## config.mk

```make
export PLATFORM = sky130hd
export DESIGN_NAME = alarm_priority_message_queue
export DESIGN_NICKNAME = d
export VERILOG_FILES = /design/src/hdl/apmq_pkg.sv /design/src/hdl/apmq_core.sv /design/src/hdl/alarm_priority_message_queue.sv
export SDC_FILE = /design/constraint.sdc
export NUM_CORES = 1
export LEC_CHECK = 0
export BUFFER_PORTS_ARGS = -buffer_cell sky130_fd_sc_hd__buf_2
export CAP_MARGIN = 20
export CORE_MARGIN = 2
export CORE_UTILIZATION = 45
export DETAILED_ROUTE_END_ITERATION = 10
export PLACE_DENSITY = 0.65
export SLEW_MARGIN = 0
export SYNTH_ARGS = -nofsm -noshare
export SYNTH_HDL_FRONTEND = slang
export SYNTH_HIERARCHICAL = 1
export SYNTH_SLANG_ARGS = --single-unit
```

## constraint.sdc

```tcl
create_clock -name clk -period 6.4 [get_ports clk]
set_input_delay 0.64 -clock clk [delete_from_list [all_inputs] [get_ports clk]]
set_output_delay 0.64 -clock clk [all_outputs]
set_load 0.005 [all_outputs]
```

## src/hdl/apmq_pkg.sv

```systemverilog
// ----------------------------------------------------------------------------
// apmq_pkg: shared types and constants for the alarm priority message queue
// Queue geometry, status codes and the request and response records.
// ----------------------------------------------------------------------------
package apmq_pkg;

	localparam int QUEUE_DEPTH   = 16;
	localparam int PAYLOAD_WIDTH = 32;

	localparam int PTR_W   = (QUEUE_DEPTH > 1) ? $clog2(QUEUE_DEPTH) : 1;
	localparam int CNT_W   = $clog2(QUEUE_DEPTH + 1);
	localparam int DATA_W  = 32;
	localparam int HELD_W  = 5;
	localparam int STAT_W  = 3;

	localparam logic OP_SEND    = 1'b0;
	localparam logic OP_RECEIVE = 1'b1;

	localparam logic KIND_NORMAL = 1'b0;
	localparam logic KIND_ALARM  = 1'b1;

	localparam logic [STAT_W-1:0] ST_SENT       = 3'd0;
	localparam logic [STAT_W-1:0] ST_NO_ROOM    = 3'd1;
	localparam logic [STAT_W-1:0] ST_GOT_NORMAL = 3'd2;
	localparam logic [STAT_W-1:0] ST_GOT_ALARM  = 3'd3;
	localparam logic [STAT_W-1:0] ST_NO_MESSAGE = 3'd4;

	typedef struct packed {
		logic              op;
		logic              kind;
		logic [DATA_W-1:0] payload;
	} apmq_req_t;

	typedef struct packed {
		logic [STAT_W-1:0] status;
		logic [DATA_W-1:0] data_out;
		logic [HELD_W-1:0] held_count;
		logic              alarm_pending;
	} apmq_rsp_t;

endpackage

```

## src/hdl/apmq_core.sv

```systemverilog
// ----------------------------------------------------------------------------
// apmq_core: queue state and per-request update
// Holds the normal ring, its pointers and count, and the alarm slot; builds
// the response for the current request and commits the state change on fire.
// ----------------------------------------------------------------------------
module apmq_core
	import apmq_pkg::*;
(
	input  logic      clk,
	input  logic      arst_n,
	input  logic      fire,
	input  apmq_req_t req,
	output apmq_rsp_t rsp
);

	logic [PAYLOAD_WIDTH-1:0] store_q [QUEUE_DEPTH];
	logic [PTR_W-1:0]         rd_ptr_q;
	logic [PTR_W-1:0]         wr_ptr_q;
	logic [CNT_W-1:0]         count_q;
	logic                     alarm_valid_q;
	logic [PAYLOAD_WIDTH-1:0] alarm_msg_q;

	logic [PAYLOAD_WIDTH-1:0] pay;
	logic                     push;
	logic                     pop;
	logic                     alarm_set;
	logic                     alarm_clr;
	logic [CNT_W-1:0]         count_d;
	logic                     alarm_valid_d;
	logic [CNT_W:0]           held_sum;

	function automatic logic [PTR_W-1:0] ptr_inc(input logic [PTR_W-1:0] p);
		return (p == PTR_W'(QUEUE_DEPTH - 1)) ? '0 : p + 1'b1;
	endfunction

	assign pay = PAYLOAD_WIDTH'(req.payload);

	always_comb begin
		push          = 1'b0;
		pop           = 1'b0;
		alarm_set     = 1'b0;
		alarm_clr     = 1'b0;
		rsp.status    = ST_NO_MESSAGE;
		rsp.data_out  = '0;
		if (req.op == OP_SEND) begin
			if (req.kind == KIND_ALARM) begin
				if (alarm_valid_q) begin
					rsp.status = ST_NO_ROOM;
				end else begin
					alarm_set  = 1'b1;
					rsp.status = ST_SENT;
				end
			end else begin
				if (count_q == CNT_W'(QUEUE_DEPTH)) begin
					rsp.status = ST_NO_ROOM;
				end else begin
					push       = 1'b1;
					rsp.status = ST_SENT;
				end
			end
		end else begin
			if (alarm_valid_q) begin
				alarm_clr    = 1'b1;
				rsp.status   = ST_GOT_ALARM;
				rsp.data_out = DATA_W'(alarm_msg_q);
			end else if (count_q != '0) begin
				pop          = 1'b1;
				rsp.status   = ST_GOT_NORMAL;
				rsp.data_out = DATA_W'(store_q[rd_ptr_q]);
			end
		end

		count_d = count_q;
		if (push) begin
			count_d = count_q + 1'b1;
		end else if (pop) begin
			count_d = count_q - 1'b1;
		end
		alarm_valid_d = (alarm_valid_q | alarm_set) & ~alarm_clr;

		held_sum          = {1'b0, count_d} + (CNT_W + 1)'(alarm_valid_d);
		rsp.held_count    = HELD_W'(held_sum);
		rsp.alarm_pending = alarm_valid_d;
	end

	always_ff @(posedge clk or negedge arst_n) begin
		if (!arst_n) begin
			rd_ptr_q      <= '0;
			wr_ptr_q      <= '0;
			count_q       <= '0;
			alarm_valid_q <= 1'b0;
			alarm_msg_q   <= '0;
		end else if (fire) begin
			count_q       <= count_d;
			alarm_valid_q <= alarm_valid_d;
			if (push) begin
				wr_ptr_q <= ptr_inc(wr_ptr_q);
			end
			if (pop) begin
				rd_ptr_q <= ptr_inc(rd_ptr_q);
			end
			if (alarm_set) begin
				alarm_msg_q <= pay;
			end else if (alarm_clr) begin
				alarm_msg_q <= '0;
			end
		end
	end

	// Ring entries carry no reset; an entry is read only after it was written.
	always_ff @(posedge clk) begin
		if (fire && push) begin
			store_q[wr_ptr_q] <= pay;
		end
	end

endmodule

```

## src/hdl/alarm_priority_message_queue.sv

```systemverilog
// ----------------------------------------------------------------------------
// alarm_priority_message_queue: message queue with one alarm priority slot
// Stream front end around the queue core: request register, single-pass
// update, result register.
// ----------------------------------------------------------------------------
// Every request on the slave stream (send or receive) returns exactly one
// result on the master stream, in request order. A request is captured in
// the request register, evaluated combinationally against the queue state,
// and its result is registered in the result register once that register
// is free or being drained. One request per cycle is sustained while the
// master stream does not stall: pointers, the normal count and the alarm
// slot all update in the same cycle that the result is registered, so the
// next request sees the new state at once.
// Sends of a normal message are refused with no room when the ring holds
// QUEUE_DEPTH entries; a second alarm is refused while the slot is full.
// A receive returns the pending alarm first, then normal messages oldest
// first, or no message. No clearing pass is needed after reset.
module alarm_priority_message_queue
	import apmq_pkg::*;
(
	input  logic        clk,
	input  logic        arst_n,
	input  logic        s_tvalid,
	output logic        s_tready,
	input  logic [31:0] s_tdata,   // [31:0] payload
	input  logic [1:0]  s_tuser,   // [0] op, [1] kind
	output logic        m_tvalid,
	input  logic        m_tready,
	output logic [39:0] m_tdata,   // [31:0] data_out, [36:32] held_count,
	                               // [37] alarm_pending, [39:38] zero
	output logic [2:0]  m_tuser    // [2:0] status
);

	apmq_req_t req_s1;
	logic      valid_s1;
	apmq_rsp_t rsp;
	apmq_rsp_t rsp_s2;
	logic      valid_s2;
	logic      fire;

	// Advance the request into the result register when that slot is free
	// or being drained this cycle.
	assign fire     = valid_s1 & (~valid_s2 | m_tready);
	assign s_tready = ~valid_s1 | fire;

	always_ff @(posedge clk or negedge arst_n) begin
		if (!arst_n) begin
			valid_s1 <= 1'b0;
		end else if (s_tready) begin
			valid_s1 <= s_tvalid;
		end
	end

	// Hold request payload until it moves on.
	always_ff @(posedge clk) begin
		if (s_tvalid && s_tready) begin
			req_s1.op      <= s_tuser[0];
			req_s1.kind    <= s_tuser[1];
			req_s1.payload <= s_tdata;
		end
	end

	apmq_core u_core (
		.clk    (clk),
		.arst_n (arst_n),
		.fire   (fire),
		.req    (req_s1),
		.rsp    (rsp)
	);

	always_ff @(posedge clk or negedge arst_n) begin
		if (!arst_n) begin
			valid_s2 <= 1'b0;
		end else if (fire) begin
			valid_s2 <= 1'b1;
		end else if (m_tready) begin
			valid_s2 <= 1'b0;
		end
	end

	always_ff @(posedge clk) begin
		if (fire) begin
			rsp_s2 <= rsp;
		end
	end

	assign m_tvalid = valid_s2;
	assign m_tuser  = rsp_s2.status;
	assign m_tdata  = {2'b00, rsp_s2.alarm_pending, rsp_s2.held_count, rsp_s2.data_out};

	// An empty result register never stalls the request side.
	a_ready_when_empty: assert property (@(posedge clk) disable iff (!arst_n)
		!m_tvalid |-> s_tready)
		else $error("request side stalled with empty result register");

	// Taking the alarm leaves no alarm pending.
	a_alarm_taken: assert property (@(posedge clk) disable iff (!arst_n)
		(m_tvalid && m_tuser == ST_GOT_ALARM) |-> !m_tdata[37])
		else $error("alarm still pending after alarm receive");

	// Data is zero unless a message was received.
	a_data_zero: assert property (@(posedge clk) disable iff (!arst_n)
		(m_tvalid && (m_tuser == ST_SENT || m_tuser == ST_NO_ROOM ||
			m_tuser == ST_NO_MESSAGE)) |-> (m_tdata[31:0] == 32'd0))
		else $error("nonzero data on a result without a message");

	// No message means the queue is empty.
	a_empty_on_none: assert property (@(posedge clk) disable iff (!arst_n)
		(m_tvalid && m_tuser == ST_NO_MESSAGE) |->
			(m_tdata[36:32] == 5'd0 && !m_tdata[37]))
		else $error("no-message status while messages are held");

endmodule

```

==> flow_summary.toml <==
[timing]
skew_ps = 20.68
layout_min_cycle_time_ps = 3293
max_freq_mhz = 303.7
tightest_slew_ps = 1046
setup_tns_ps = 0
timing_max_transition_violations_final = 0
setup_viol = 0
post-route-period-util_pct = 51.45
slew_headroom_pct = 30.28
hold_viol = 0
rsz0062_at_grt = "false"

[synthesis]
ys.flop_type = "edfxtp_1"
yosys.area.top_type = "edfxtp_1"
synth_area_leaders = "edfxtp_1 73%, mux4_2 12%, dfrtp_1 5.0%, a22o_1 2.3%, a221oi_1 0.91%"
yosysWarnings = 6
synthCells = 1125
ys_async_sr_fraction_pct = 7.559
ys_types = 48
synth_top_area_share_pct = 73.19
avgSynthCellArea_um2 = 21.41
synth_edf_count = 587
ys_seq_area_share_pct = 78.18
synth-seq-cells = 635
synth_area_um2 = 24080

[critical_path]
cp_max_fo = 33
worstPathRequired_ps = 6730
cp.arrival_ps = 3620
crit_buf_inv = 3
crit_path_end_kind = "register"
cp_cell_sequence = "inv_1, ha_1, or4b_4, nand2_1, buf_4, nand2_1, xnor2_1, ha_1, ha_1, inv_1, a2111oi_4, xor2_1"
cp_slowest_cell = "or4b_4"
critPathKind = "register to register"
critPathLaunchType = "register"
cp_top_family = "simple AND/OR/NAND/NOR gates"
critPathMostFrequentCell = "ha_1"
critical-path-max-stage-delay_ps = 520

[floorplan]
start_util_pct = 45.65
die_h_um = 235.3
rows = 84
io_pins = 83
die_w_um = 235.3
core_um2 = 52760
die-area_um2 = 55390

[cts]
holdBufCountCts = 0
cts_root_buf = "clkbuf_16"
cts_made_buffers = 68
cts.sinks = 635
cts_tree = "yes"
htreeDepth = 3
cts_resized = 0
cts.path.max_buffers = 3
worst_skew_pair.late_latency_ps = 600
postCtsSetupBuffers = 0
clk_pin_slew_ps = 60

[worst_hold_path]
hold_class = "input pin to register"

[global_routing]
grt_pass1_wl_mm = 78.65
antenna_found_initial = 0
grt_usage_pct = 19.27
grt_pass1_vias = 12315
grt_remaining_overflow = 0
grt_max_degree = 83

[layout]
stdcell_count = 1977
n_antenna_cell = 0
fin_util_pct = 52.39
final_layout_size_suffix_gt1_share_pct = 29.33
final_nets = 1282
syn_to_final_growth_pct = 14.76

[detailed_routing]
vias = 11554
drcViolationCount = 0
viasPerCell = 5.844
ant_nets = 0
drt_wl_total_mm = 52.30
drtIter0Drc = 1079
first_pass_iters = 4
wl_per_cell_um = 26.45

[place]
io_buffers = 80
hpwl_mm = 25.77
gp_congestion = 0.7514
placed_cells = 1853

[power]
power_density_nw_per_um2 = 408.1
power.leakage_nw = 9.030
peakVddDrop_v = 0.0002316

[job]
drv_cap = 0

[outcome]
status = "complete, no violations"
-- state kept, by name, indices dropped and copies added, names as in the netlist, 3 cells and up --
register and cells:
m_tuser 3, u_core/rd_ptr_q 4, u_core/alarm_msg_q 32, m_tdata 38, u_core/store_q 512, u_core/wr_ptr_q 4, u_core/count_q 5, req_s1 34
-- Yosys cell counts, drive strengths merged, types with 7 or more instances --
library cell and count:
ha 9, nor3 9, buf 33, o21ai 36
clkbuf 36, nor2 23, a22o 64, a221oi 32
mux4 128, nand2 50, inv 7, dfrtp 48
a21oi 9, edfxtp 587
-- worst reg2reg max path, delay by kind of cell, from the launching register on --
kind / cells / cell delay [ps]
and+or+nand+nor: 3 / 800
buffers and inverters: 3 / 710
adders and majority gates: 3 / 610
DFF: 1 / 430
xor gates and xnor gates: 2 / 300
AOI/OAI and AO/OA: 1 / 190
-- final timing paths --
path                                        startpoint                endpoint  slack, ps  cells after the start
worst max register to register       u_core/count_q[0]             m_tdata[36]       3110                     12
worst min-delay path                       s_tdata[22]              req_s1[22]        220                      1
max in group asynchronous                       arst_n      u_core/rd_ptr_q[2]       5550                      2
worst max-delay path                 u_core/count_q[0]             m_tdata[36]       3110                     12
min in group asynchronous                       arst_n                valid_s1        230                      2
worst min register to register  u_core/alarm_msg_q[21]  u_core/alarm_msg_q[21]        500                      1
-- cell families after synthesis --
kind of cell             after synthesis  share of synthesized area [%]
adder cells (fa/ha/maj)                9                         0.4676
flip-flops                           635                          78.18
AO/OA/AOI/OAI                        155                          5.195
XOR/XNOR                               7                         0.2546
buffers and inverters                 76                          1.507
multiplexers                         132                          12.16
other                                  1                        0.01557
AND/OR/NAND/NOR                      110                          2.229
-- power breakdown --
group / switching, mW / internal (mW) / total [mW]
Sequential: 0.328 / 4.83 / 5.16
Combinational: 1.14 / 1.13 / 2.27
Clock: 1.54 / 2.31 / 3.86
-- per-layer routing --
layer / global-route usage (%) / up-vias / share of wire, %
met3: 3.588 / 73 / 6.3
met1: 26.41 / 6156 / 42
met4: 5.752 / 0 / 2.0
met2: 31.76 / 413 / 50
met5: 0 / - / 0
li1: - / 4912 / -
-- metrics by stage --
| stage | total power, mW | hold WS, ps | setup slack [ps] | area (µm²) |
|---|---|---|---|---|
| final | 11.28 | 222.8 | 3107 | 27640 |
| after global routing | 11.76 | 197.4 | 2949 | 27640 |
| after CTS | 11.41 | 190.4 | 3102 | 27640 |
| after detailed placement | 7.545 | 481.7 | 3097 | 25430 |
| after global placement | 7.501 | 482.3 | 3197 | 25400 |
| after floorplan | 6.874 | 344.4 | 1251 | 24090 |
-- layout by cell type, fill, tap and decap left out, drive strengths merged, types with 23 or more instances in the layout --
cell,Yosys,routed
dfrtp,48,48
clkbuf,36,101
o21ai,36,36
a221oi,32,32
nand2,50,50
mux4,128,128
nor2,23,23
edfxtp,587,587
buf,33,108
a22o,64,64
-- final cells by class --
cell class | count | area [µm²]
Clock buffer | 101 | 1938
Tap cell | 688 | 860.8
Fill cell | 4122 | 25120
Inverter | 7 | 26.28
Sequential cell | 635 | 18840
Clock inverter | 23 | 271.5
Multi-Input combinational cell | 415 | 5051
Timing Repair Buffer | 108 | 655.6
Power figures use the tool's default switching activity.
